[src/sha1_pkg.sv]
// SHA-1 stream hasher: shared types and constants.
// Used by the controller, the datapath and the top level; depends on nothing.
`default_nettype none

package sha1_pkg;

    // Controller states
    typedef enum logic [2:0] {
        ST_IDLE,
        ST_PAD80,
        ST_ZERO,
        ST_LEN,
        ST_COMP,
        ST_FOLD,
        ST_FINISH
    } sha1_state_t;

    // Source of a byte pushed into the block buffer
    typedef enum logic [1:0] {
        SRC_DATA,
        SRC_PAD,
        SRC_ZERO,
        SRC_LEN
    } sha1_src_t;

    typedef struct packed {
        logic      push;
        sha1_src_t src;
        logic      count_inc;
        logic      comp_start;
        logic      round_step;
        logic      fold;
        logic      finish;
    } sha1_cmd_t;

    typedef struct packed {
        logic pos_last;
        logic pos_len;
        logic round_last;
        logic out_busy;
    } sha1_stat_t;

    localparam int unsigned HWORDS = 5;

    localparam logic [HWORDS-1:0][31:0] H_INIT = {
        32'hc3d2e1f0, 32'h10325476, 32'h98badcfe, 32'hefcdab89, 32'h67452301
    };

    localparam logic [31:0] K_0 = 32'h5a827999;
    localparam logic [31:0] K_1 = 32'h6ed9eba1;
    localparam logic [31:0] K_2 = 32'h8f1bbcdc;
    localparam logic [31:0] K_3 = 32'hca62c1d6;

    localparam logic [7:0] PAD_BYTE   = 8'h80;
    localparam logic [5:0] POS_LEN    = 6'd56;
    localparam logic [5:0] POS_LAST   = 6'd63;
    localparam logic [6:0] ROUND_B1   = 7'd20;
    localparam logic [6:0] ROUND_B2   = 7'd40;
    localparam logic [6:0] ROUND_B3   = 7'd60;
    localparam logic [6:0] ROUND_LAST = 7'd79;

endpackage

`default_nettype wire

[src/sha1_byte_if.sv]
// Input channel of the SHA-1 stream hasher: at most one message byte per item.
// Valid/ready handshake; no dependencies.
`default_nettype none

interface sha1_byte_if;
    logic       valid;
    logic       ready;
    logic [7:0] data_byte;
    logic       byte_valid;
    logic       final_item;

    modport source (output valid, output data_byte, output byte_valid,
                    output final_item, input ready);
    modport sink   (input valid, input data_byte, input byte_valid,
                    input final_item, output ready);
endinterface

`default_nettype wire

[src/sha1_digest_if.sv]
// Output channel of the SHA-1 stream hasher: one digest word per item.
// Valid/ready handshake; no dependencies.
`default_nettype none

interface sha1_digest_if;
    logic        valid;
    logic        ready;
    logic [31:0] digest_word;
    logic        word_last;

    modport source (output valid, output digest_word, output word_last, input ready);
    modport sink   (input valid, input digest_word, input word_last, output ready);
endinterface

`default_nettype wire

[src/sha1_ctrl.sv]
// SHA-1 controller: sequences byte intake, padding, compression and digest hand-off.
// Depends on sha1_pkg.
`default_nettype none

module sha1_ctrl
    import sha1_pkg::*;
(
    input  wire logic       clk,
    input  wire logic       rst_n,
    input  wire logic       in_valid,
    input  wire logic       byte_valid,
    input  wire logic       final_item,
    output logic            in_ready,
    input  wire sha1_stat_t stat,
    output sha1_cmd_t       cmd
);

    sha1_state_t state_reg, state_next;
    sha1_state_t ret_reg, ret_next;

    always_ff @(posedge clk or negedge rst_n)
    begin
        if (!rst_n)
        begin
            state_reg <= ST_IDLE;
            ret_reg   <= ST_IDLE;
        end
        else
        begin
            state_reg <= state_next;
            ret_reg   <= ret_next;
        end
    end

    always_comb
    begin
        state_next = state_reg;
        ret_next   = ret_reg;
        in_ready   = 1'b0;
        cmd        = '0;
        case (state_reg)
            ST_IDLE:
            begin
                in_ready = 1'b1;
                if (in_valid)
                begin
                    if (byte_valid)
                    begin
                        cmd.push      = 1'b1;
                        cmd.src       = SRC_DATA;
                        cmd.count_inc = 1'b1;
                    end
                    if (byte_valid && stat.pos_last)
                    begin
                        cmd.comp_start = 1'b1;
                        state_next     = ST_COMP;
                        ret_next       = final_item ? ST_PAD80 : ST_IDLE;
                    end
                    else if (final_item)
                    begin
                        state_next = ST_PAD80;
                    end
                end
            end
            ST_PAD80:
            begin
                cmd.push = 1'b1;
                cmd.src  = SRC_PAD;
                if (stat.pos_last)
                begin
                    cmd.comp_start = 1'b1;
                    state_next     = ST_COMP;
                    ret_next       = ST_ZERO;
                end
                else
                begin
                    state_next = ST_ZERO;
                end
            end
            ST_ZERO:
            begin
                if (stat.pos_len)
                begin
                    state_next = ST_LEN;
                end
                else
                begin
                    cmd.push = 1'b1;
                    cmd.src  = SRC_ZERO;
                    if (stat.pos_last)
                    begin
                        cmd.comp_start = 1'b1;
                        state_next     = ST_COMP;
                        ret_next       = ST_ZERO;
                    end
                end
            end
            ST_LEN:
            begin
                cmd.push = 1'b1;
                cmd.src  = SRC_LEN;
                if (stat.pos_last)
                begin
                    cmd.comp_start = 1'b1;
                    state_next     = ST_COMP;
                    ret_next       = ST_FINISH;
                end
            end
            ST_COMP:
            begin
                cmd.round_step = 1'b1;
                if (stat.round_last)
                begin
                    state_next = ST_FOLD;
                end
            end
            ST_FOLD:
            begin
                cmd.fold   = 1'b1;
                state_next = ret_reg;
            end
            ST_FINISH:
            begin
                // hold until the previous digest has drained
                if (!stat.out_busy)
                begin
                    cmd.finish = 1'b1;
                    state_next = ST_IDLE;
                end
            end
            default:
            begin
                state_next = ST_IDLE;
            end
        endcase
    end

endmodule

`default_nettype wire

[src/sha1_dp.sv]
// SHA-1 datapath: byte packing, message schedule, round unit, chaining words,
// byte count and the digest output buffer. Depends on sha1_pkg.
`default_nettype none

module sha1_dp
    import sha1_pkg::*;
(
    input  wire logic        clk,
    input  wire logic        rst_n,
    input  wire logic [7:0]  data_byte,
    input  wire sha1_cmd_t   cmd,
    output sha1_stat_t       stat,
    output logic             out_valid,
    input  wire logic        out_ready,
    output logic [31:0]      digest_word,
    output logic             word_last
);

    logic [31:0] w_reg [16];
    logic [23:0] acc_reg;
    logic [5:0]  pos_reg;
    logic [60:0] count_reg;
    logic [31:0] h_reg [HWORDS];
    logic [31:0] a_reg, b_reg, c_reg, d_reg, e_reg;
    logic [6:0]  round_reg;
    logic [31:0] obuf_reg [HWORDS];
    logic [2:0]  ocnt_reg;

    logic [7:0]  push_byte;
    logic [63:0] bit_len;
    logic [31:0] f_val, k_val, t_val, w_mix, w_new;
    logic        out_take;

    assign bit_len = {count_reg, 3'b000};

    always_comb
    begin
        case (cmd.src)
            SRC_DATA: push_byte = data_byte;
            SRC_PAD:  push_byte = PAD_BYTE;
            SRC_ZERO: push_byte = 8'h00;
            SRC_LEN:  push_byte = 8'(bit_len >> {~pos_reg[2:0], 3'b000});
            default:  push_byte = 8'h00;
        endcase
    end

    // round function and constant by round group
    always_comb
    begin
        if (round_reg < ROUND_B1)
        begin
            f_val = (b_reg & c_reg) | (~b_reg & d_reg);
            k_val = K_0;
        end
        else if (round_reg < ROUND_B2)
        begin
            f_val = b_reg ^ c_reg ^ d_reg;
            k_val = K_1;
        end
        else if (round_reg < ROUND_B3)
        begin
            f_val = (b_reg & c_reg) | (b_reg & d_reg) | (c_reg & d_reg);
            k_val = K_2;
        end
        else
        begin
            f_val = b_reg ^ c_reg ^ d_reg;
            k_val = K_3;
        end
    end

    assign t_val = {a_reg[26:0], a_reg[31:27]} + f_val + e_reg + k_val + w_reg[0];
    assign w_mix = w_reg[13] ^ w_reg[8] ^ w_reg[2] ^ w_reg[0];
    assign w_new = {w_mix[30:0], w_mix[31]};

    assign out_take = out_valid && out_ready;

    // schedule window: word 0 is the current round's word
    always_ff @(posedge clk)
    begin
        if (cmd.push)
        begin
            acc_reg <= {acc_reg[15:0], push_byte};
        end
        if (cmd.push && (pos_reg[1:0] == 2'b11))
        begin
            for (int i = 0; i < 15; i++)
            begin
                w_reg[i] <= w_reg[i+1];
            end
            w_reg[15] <= {acc_reg, push_byte};
        end
        else if (cmd.round_step)
        begin
            for (int i = 0; i < 15; i++)
            begin
                w_reg[i] <= w_reg[i+1];
            end
            w_reg[15] <= w_new;
        end
    end

    always_ff @(posedge clk)
    begin
        if (cmd.comp_start)
        begin
            a_reg <= h_reg[0];
            b_reg <= h_reg[1];
            c_reg <= h_reg[2];
            d_reg <= h_reg[3];
            e_reg <= h_reg[4];
        end
        else if (cmd.round_step)
        begin
            a_reg <= t_val;
            b_reg <= a_reg;
            c_reg <= {b_reg[1:0], b_reg[31:2]};
            d_reg <= c_reg;
            e_reg <= d_reg;
        end
    end

    always_ff @(posedge clk or negedge rst_n)
    begin
        if (!rst_n)
        begin
            pos_reg   <= '0;
            count_reg <= '0;
            round_reg <= '0;
            for (int i = 0; i < HWORDS; i++)
            begin
                h_reg[i] <= H_INIT[i];
            end
        end
        else
        begin
            if (cmd.push)
            begin
                pos_reg <= pos_reg + 6'd1;
            end
            if (cmd.finish)
            begin
                count_reg <= '0;
            end
            else if (cmd.count_inc)
            begin
                count_reg <= count_reg + 61'd1;
            end
            if (cmd.comp_start)
            begin
                round_reg <= '0;
            end
            else if (cmd.round_step)
            begin
                round_reg <= round_reg + 7'd1;
            end
            if (cmd.fold)
            begin
                h_reg[0] <= h_reg[0] + a_reg;
                h_reg[1] <= h_reg[1] + b_reg;
                h_reg[2] <= h_reg[2] + c_reg;
                h_reg[3] <= h_reg[3] + d_reg;
                h_reg[4] <= h_reg[4] + e_reg;
            end
            else if (cmd.finish)
            begin
                for (int i = 0; i < HWORDS; i++)
                begin
                    h_reg[i] <= H_INIT[i];
                end
            end
        end
    end

    // digest buffer: shift toward word 0 as items leave
    always_ff @(posedge clk)
    begin
        if (cmd.finish)
        begin
            for (int i = 0; i < HWORDS; i++)
            begin
                obuf_reg[i] <= h_reg[i];
            end
        end
        else if (out_take)
        begin
            for (int i = 0; i < HWORDS - 1; i++)
            begin
                obuf_reg[i] <= obuf_reg[i+1];
            end
        end
    end

    always_ff @(posedge clk or negedge rst_n)
    begin
        if (!rst_n)
        begin
            ocnt_reg <= '0;
        end
        else if (cmd.finish)
        begin
            ocnt_reg <= 3'(HWORDS);
        end
        else if (out_take)
        begin
            ocnt_reg <= ocnt_reg - 3'd1;
        end
    end

    assign out_valid   = (ocnt_reg != 3'd0);
    assign digest_word = obuf_reg[0];
    assign word_last   = (ocnt_reg == 3'd1);

    assign stat.pos_last   = (pos_reg == POS_LAST);
    assign stat.pos_len    = (pos_reg == POS_LEN);
    assign stat.round_last = (round_reg == ROUND_LAST);
    assign stat.out_busy   = out_valid;

endmodule

`default_nettype wire

[src/sha1_stream_hasher.sv]
// SHA-1 stream hasher, top level. The item that fills a 64-byte block starts 80 rounds
// on one round unit, then the chaining add; no item is taken meanwhile. A final item
// pads one byte per cycle, paused while a block compresses, up to byte 56, then after
// an idle step sends 8 length bytes and compresses (one extra block when 0x80 lands at
// byte 56 or later); a finish step, held while an earlier digest drains, loads the
// words, the first one offered next. Reset: initial chaining words, counts zero.
`default_nettype none

module sha1_stream_hasher
    import sha1_pkg::*;
(
    input  wire logic     clk,
    input  wire logic     rst_n,
    sha1_byte_if.sink     msg,
    sha1_digest_if.source digest
);

    sha1_cmd_t  cmd;
    sha1_stat_t stat;

    // Controller: takes items, walks padding, runs the round counter via commands.
    sha1_ctrl u_ctrl (
        .clk        (clk),
        .rst_n      (rst_n),
        .in_valid   (msg.valid),
        .byte_valid (msg.byte_valid),
        .final_item (msg.final_item),
        .in_ready   (msg.ready),
        .stat       (stat),
        .cmd        (cmd)
    );

    // Datapath: block buffer, round unit, chaining words and the digest buffer.
    // The digest buffer parts the output side, so a new message can be taken
    // while the previous digest still drains.
    sha1_dp u_dp (
        .clk         (clk),
        .rst_n       (rst_n),
        .data_byte   (msg.data_byte),
        .cmd         (cmd),
        .stat        (stat),
        .out_valid   (digest.valid),
        .out_ready   (digest.ready),
        .digest_word (digest.digest_word),
        .word_last   (digest.word_last)
    );

endmodule

`default_nettype wire

[src/flat_wrapper.sv]
// flat-port wrapper written by rule: the top's interface ports become plain ports
module sha1_stream_hasher_flat import sha1_pkg::*;
  (clk, rst_n, msg_valid, msg_data_byte, msg_byte_valid, msg_final_item, msg_ready, digest_valid, digest_digest_word, digest_word_last, digest_ready);
  sha1_byte_if msg_i ();
  sha1_digest_if digest_i ();
  input  wire logic clk;
  input  wire logic rst_n;
  input wire logic [$bits(msg_i.valid)-1:0] msg_valid;
  input wire logic [$bits(msg_i.data_byte)-1:0] msg_data_byte;
  input wire logic [$bits(msg_i.byte_valid)-1:0] msg_byte_valid;
  input wire logic [$bits(msg_i.final_item)-1:0] msg_final_item;
  output wire logic [$bits(msg_i.ready)-1:0] msg_ready;
  output wire logic [$bits(digest_i.valid)-1:0] digest_valid;
  output wire logic [$bits(digest_i.digest_word)-1:0] digest_digest_word;
  output wire logic [$bits(digest_i.word_last)-1:0] digest_word_last;
  input wire logic [$bits(digest_i.ready)-1:0] digest_ready;
  assign msg_i.valid = msg_valid;
  assign msg_i.data_byte = msg_data_byte;
  assign msg_i.byte_valid = msg_byte_valid;
  assign msg_i.final_item = msg_final_item;
  assign msg_ready = msg_i.ready;
  assign digest_valid = digest_i.valid;
  assign digest_digest_word = digest_i.digest_word;
  assign digest_word_last = digest_i.word_last;
  assign digest_i.ready = digest_ready;
  sha1_stream_hasher u_core (.clk(clk), .rst_n(rst_n), .msg(msg_i), .digest(digest_i));
endmodule
[config.mk]
export PLATFORM = sky130hd
export DESIGN_NAME = sha1_stream_hasher_flat
export DESIGN_NICKNAME = d
export VERILOG_FILES = /design/src/sha1_pkg.sv /design/src/sha1_byte_if.sv /design/src/sha1_digest_if.sv /design/src/sha1_ctrl.sv /design/src/sha1_dp.sv /design/src/sha1_stream_hasher.sv /design/src/flat_wrapper.sv
export SDC_FILE = /design/constraint.sdc
export NUM_CORES = 2
export LEC_CHECK = 0
export BUFFER_PORTS_ARGS = -buffer_cell sky130_fd_sc_hd__buf_2
export CORE_UTILIZATION = 25
export CTS_BUF_LIST = sky130_fd_sc_hd__clkbuf_4
export DETAILED_ROUTE_END_ITERATION = 7
export GPL_TIMING_DRIVEN = 0
export MAX_ROUTING_LAYER = met4
export PLACE_DENSITY_LB_ADDON = 0.12
export RECOVER_POWER = 100
export SYNTH_ARGS = -nofsm -noshare
export SYNTH_HDL_FRONTEND = slang
export SYNTH_SLANG_ARGS = --single-unit
[constraint.sdc]
create_clock -name clk -period 26.8 [get_ports clk]
set_input_delay 4.02 -clock clk [delete_from_list [all_inputs] [get_ports clk]]
set_output_delay 4.02 -clock clk [all_outputs]
set_load 0.01 [all_outputs]
==> tab_implementation.tex <==
\begin{tabular}{lr}
\hline
Metric & Value \\
\hline
\multicolumn{2}{l}{\textbf{Worst setup path}} \\
\quad Kind of start point of the critical path & primary input \\
\quad CP endpoint & u\_core.u\_dp.w\_reg[1][54] \\
\quad Arrival time at the worst endpoint & 16.51 ns \\
\quad Worst-case reg-to-reg path depth & 14 \\
\quad Nature of the critical path endpoint & register \\
\quad Worst reg2reg path startpoint & u\_core.u\_dp.pos\_reg[0] \\
\quad Setup slack, reg-to-reg & 12.22 ns \\
\quad Max stage delay on crit path & 2.73 ns \\
\quad Cell chain of the critical path & clkbuf\_1 > nand3\_1 > a21oi\_1 > clkbuf\_1 > and2\_0 > clkbuf\_1 > nand2b\_1 > clkbuf\_1 > clkbuf\_1 > clkbuf\_1 \\
\quad Category of the most critical setup path & in -> reg \\
\quad Critical register-to-register path endpoint & u\_core.u\_dp.w\_reg[1][54] \\
\quad Cell with the largest stage delay on the worst path & clkbuf\_1 \\
\quad Crit Path Max Fanout & 71 \\
\quad Timing startpoint of the critical path & msg\_byte\_valid \\
\quad Required time at the worst-slack endpoint & 27.62 ns \\
\quad Top cell by count, worst path & clkbuf\_1 \\
\multicolumn{2}{l}{\textbf{Route}} \\
\quad Antenna viol nets, final & 0 \\
\quad Number of search-and-repair iterations in the first detailed-routing pass & 5 \\
\quad Via count & 36536 \\
\quad Via-to-Cell Ratio & 4.621 \\
\quad Wirelength, routed & 188700 µm \\
\quad Detailed Route Iter0 Violations & 2943 \\
\quad Routed length per instance & 23.87 µm \\
\quad Post-detailed-route DRC marker count & 0 \\
\multicolumn{2}{l}{\textbf{Finish}} \\
\quad Layout Cell Area excl Fill & 62290 µm² \\
\quad Post-synthesis to final-layout area growth & 15.17\% \\
\quad Net count, final & 5139 \\
\quad Final instance count without filler cells & 7906 \\
\quad Fraction of layout instances using a drive strength above 1 & 15.85\% \\
\quad Max reg flops & 512 \\
\quad Filler Cell Count & 22379 \\
\multicolumn{2}{l}{\textbf{Clock network}} \\
\quad Post-cts hold buffer count & 0 \\
\quad Clock input transition at the sequential cells of the worst setup and hold paths & 0.06 ns \\
\quad Maximum clock path buffer count & 4 \\
\quad Post-cts gate resize count & 0 \\
\quad CTS tree & built \\
\quad Clock root cell & clkbuf\_4 \\
\quad Post-CTS setup buffer count & 0 \\
\quad H-tree depth & 5 \\
\quad Clock buffers created by TritonCTS & 340 \\
\quad Number of sinks driven by the clock tree & 1099 \\
\quad Clk\_lat worst skew & 1.37 ns \\
\multicolumn{2}{l}{\textbf{Yosys}} \\
\quad Async SR Flop Fraction & 22.11\% \\
\quad Count of flip-flops with a built-in enable after synthesis & 856 \\
\quad Net count of the mapped netlist & 4728 \\
\quad Post-Syn Instances & 4389 \\
\quad Syn\_area\_per\_cell & 12.32 µm² \\
\quad Flip-flop cell with the highest count after synthesis & edfxtp\_1 \\
\quad Seq cells post-synth & 1099 \\
\quad Number of library cell types mapped by synthesis & 84 \\
\quad Sequential element share of the synthesized area & 58.95\% \\
\quad Netlist area before placement & 54090 µm² \\
\quad Total of warnings raised by yosys & 0 \\
\multicolumn{2}{l}{\textbf{Placement}} \\
\quad Final estimated routing congestion in global placement & 0.9002 \\
\quad Number of port buffers & 48 \\
\quad Instance area after placement & 58490 µm² \\
\quad Hpwl dp & 137700 µm \\
\quad Count of placed standard cells including taps & 7296 \\
\quad Worst setup slack before clock tree synthesis & 17.79 ns \\
\multicolumn{2}{l}{\textbf{GRT}} \\
\quad Pin count of the biggest net entering global routing & 91 \\
\quad Leftover overflow at the end of global routing & 0 \\
\quad GRT Util Overall & 17.79\% \\
\quad Global-route wire length before repair & 269100 µm \\
\quad Antenna violations before repair & 20 \\
\quad Via count of the first global-routing pass & 36658 \\
\multicolumn{2}{l}{\textbf{Timing}} \\
\quad Period minus WS final & 15.69 ns \\
\quad Worst path setup slack after routing & 11.11 ns \\
\quad Remaining max-slew budget at the tightest pin & -289.8\% \\
\quad Highest clock frequency the design can meet & 63.73 MHz \\
\quad Transition at the pin with the smallest max-transition slack & 5.847 ns \\
\quad Number of hold violations in the final report & 0 \\
\quad Final worst clock skew & 0.1325 ns \\
\quad Ratio of final minimum period to clock period & 58.55\% \\
\quad Hold Worst Slack & 0.3378 ns \\
\quad Number of setup violations in the final report & 0 \\
\quad Max-slew violations & 1110 \\
\quad Unrepaired setup endpoints after global routing & no \\
\multicolumn{2}{l}{\textbf{Status}} \\
\quad Failing checks & max-capacitance violations, max-slew violations \\
\quad Status & finished with violations \\
\multicolumn{2}{l}{\textbf{Floorplan}} \\
\quad Initial core utilization & 25.18\% \\
\quad Number of primary I/O pins & 49 \\
\quad Vertical die dimension & 467.1 µm \\
\quad Number of rows in the core area & 170 \\
\quad Placeable core area & 214800 µm² \\
\quad Die Outline Area & 218200 µm² \\
\quad Die span in x & 467.1 µm \\
\multicolumn{2}{l}{\textbf{Min path}} \\
\quad Worst Hold Class & reg -> reg \\
\multicolumn{2}{l}{\textbf{Run}} \\
\quad \# Max-Cap Violations & 26 \\
\hline
\end{tabular}
-- cells by family (layout without fill, tap and decap cells) --
| logic type | after synthesis | in the layout | share of synthesized area, % |
|---|---|---|---|
| compound gates | 818 | 818 | 9.402 |
| xor+xnor | 307 | 307 | 4.971 |
| fa+ha+maj | 325 | 325 | 9.253 |
| buf+inv | 438 | 1104 | 3.287 |
| flops | 1099 | 1099 | 58.95 |
| mux | 192 | 192 | 4.152 |
| other cells | 0 | 13 | 0 |
| simple gates | 1210 | 1210 | 9.980 |
-- layout make-up --
type / count / area (µm²) / area share [%]
buffer: 172 / 773.2 / 1.241
timing repair buffer: 69 / 350.3 / 0.5624
antenna: 13 / 32.53 / 0.05223
sequential: 1099 / 31890 / 51.19
inverter: 266 / 998.5 / 1.603
clock buffer: 527 / 3956 / 6.351
tap: 2838 / 3551 / 5.701
clock inverter: 70 / 381.6 / 0.6126
multi-input combinational: 2852 / 20360 / 32.69
-- per-stage QoR --
step	util (%)	setup TNS [ns]
finish	28.99	0
floorplan	-	0
CTS	29.24	0
global route	28.99	0
detailed placement	27.22	0
global placement	26.94	-3.303
-- worst max-delay path: cells and delay by family --
family / cells / cell delay, ns
compound gates: 1 / 0.59
buf+inv: 6 / 9.57
simple gates: 3 / 2.19
-- how the worst min path moves through the flow --
stage	from	to	slack, ns	cells past startpoint
after floorplan	u_core.u_dp.w_reg[0][32]	u_core.u_dp.w_reg[0][0]	0.40	0
after global placement	u_core.u_dp.w_reg[0][46]	u_core.u_dp.w_reg[0][14]	0.40	0
after detailed placement	u_core.u_dp.w_reg[0][156]	u_core.u_dp.w_reg[0][124]	0.40	0
after CTS	u_core.u_dp.w_reg[1][63]	u_core.u_dp.w_reg[1][31]	0.34	0
after global routing	u_core.u_dp.w_reg[0][223]	u_core.u_dp.w_reg[0][191]	0.35	0
final	u_core.u_dp.w_reg[0][139]	u_core.u_dp.w_reg[0][107]	0.34	0
-- cell usage after synthesis (all sizes together), types with 8 or more instances --
| cell | count | area, µm² |
|---|---|---|
| a211o | 8 | 70.07 |
| a211oi | 14 | 105.1 |
| a21o | 83 | 623.1 |
| a21oi | 239 | 1204 |
| a221oi | 20 | 175.2 |
| a31oi | 30 | 193.9 |
| and2 | 14 | 87.59 |
| and3 | 39 | 244.0 |
| and4 | 8 | 70.07 |
| buf | 67 | 385.4 |
| clkbuf | 105 | 394.1 |
| dfrtp | 163 | 4079 |
| dfstp | 80 | 2102 |
| edfxtp | 856 | 25700 |
| fa | 125 | 2502 |
| ha | 200 | 2502 |
| inv | 264 | 991.0 |
| mux2 | 129 | 1453 |
| mux2i | 50 | 500.5 |
| mux4 | 13 | 292.8 |
| nand2 | 582 | 2185 |
| nand2b | 25 | 156.4 |
| nand3 | 109 | 545.5 |
| nand4 | 29 | 181.4 |
| nor2 | 235 | 882.1 |
| nor2b | 25 | 156.4 |
| nor3 | 64 | 330.3 |
| nor3b | 17 | 127.6 |
| nor4 | 14 | 87.58 |
| o211ai | 20 | 150.1 |
| o21a | 20 | 150.1 |
| o21ai | 263 | 1316 |
| o21bai | 19 | 142.6 |
| o221a | 11 | 123.9 |
| o31ai | 19 | 152.6 |
| or2 | 8 | 50.05 |
| or3 | 27 | 168.9 |
| xnor2 | 197 | 1725 |
| xor2 | 110 | 963.4 |
-- cell usage in the layout (no fill, tap or decap), types with 20 or more instances in the layout --
| cell type | n |
|---|---|
| a21oi_1 | 238 |
| buf_4 | 26 |
| or3_1 | 27 |
| ha_1 | 200 |
| nand3_1 | 109 |
| buf_2 | 20 |
| nor2_1 | 235 |
| mux2i_1 | 50 |
| o21a_1 | 20 |
| a221oi_1 | 20 |
| nor2b_1 | 25 |
| xor2_1 | 110 |
| nand2_1 | 582 |
| mux2_2 | 92 |
| fa_1 | 125 |
| nand2b_1 | 25 |
| nor3_1 | 64 |
| a31oi_1 | 30 |
| nand4_1 | 29 |
| o21ai_0 | 261 |
| and3_1 | 39 |
| a21o_1 | 83 |
| inv_1 | 264 |
| o211ai_1 | 20 |
| mux2_1 | 37 |
| clkinv_1 | 53 |
| edfxtp_1 | 856 |
| clkbuf_1 | 175 |
| xnor2_1 | 197 |
| clkbuf_4 | 533 |
| dfrtp_1 | 163 |
| dfstp_2 | 63 |
-- layer usage --
metal / vias to the layer above / share of wire, % / track usage [%]
li1: 16810 / - / -
met1: 18391 / 47 / 24.16
met2: 995 / 46 / 27.06
met3: 340 / 4.5 / 2.948
met4: 0 / 2.7 / 5.413
met5: - / 0 / -
Power is not shown: default switching activity piles up to over one toggle a cycle in this logic, so the estimate is an artifact.
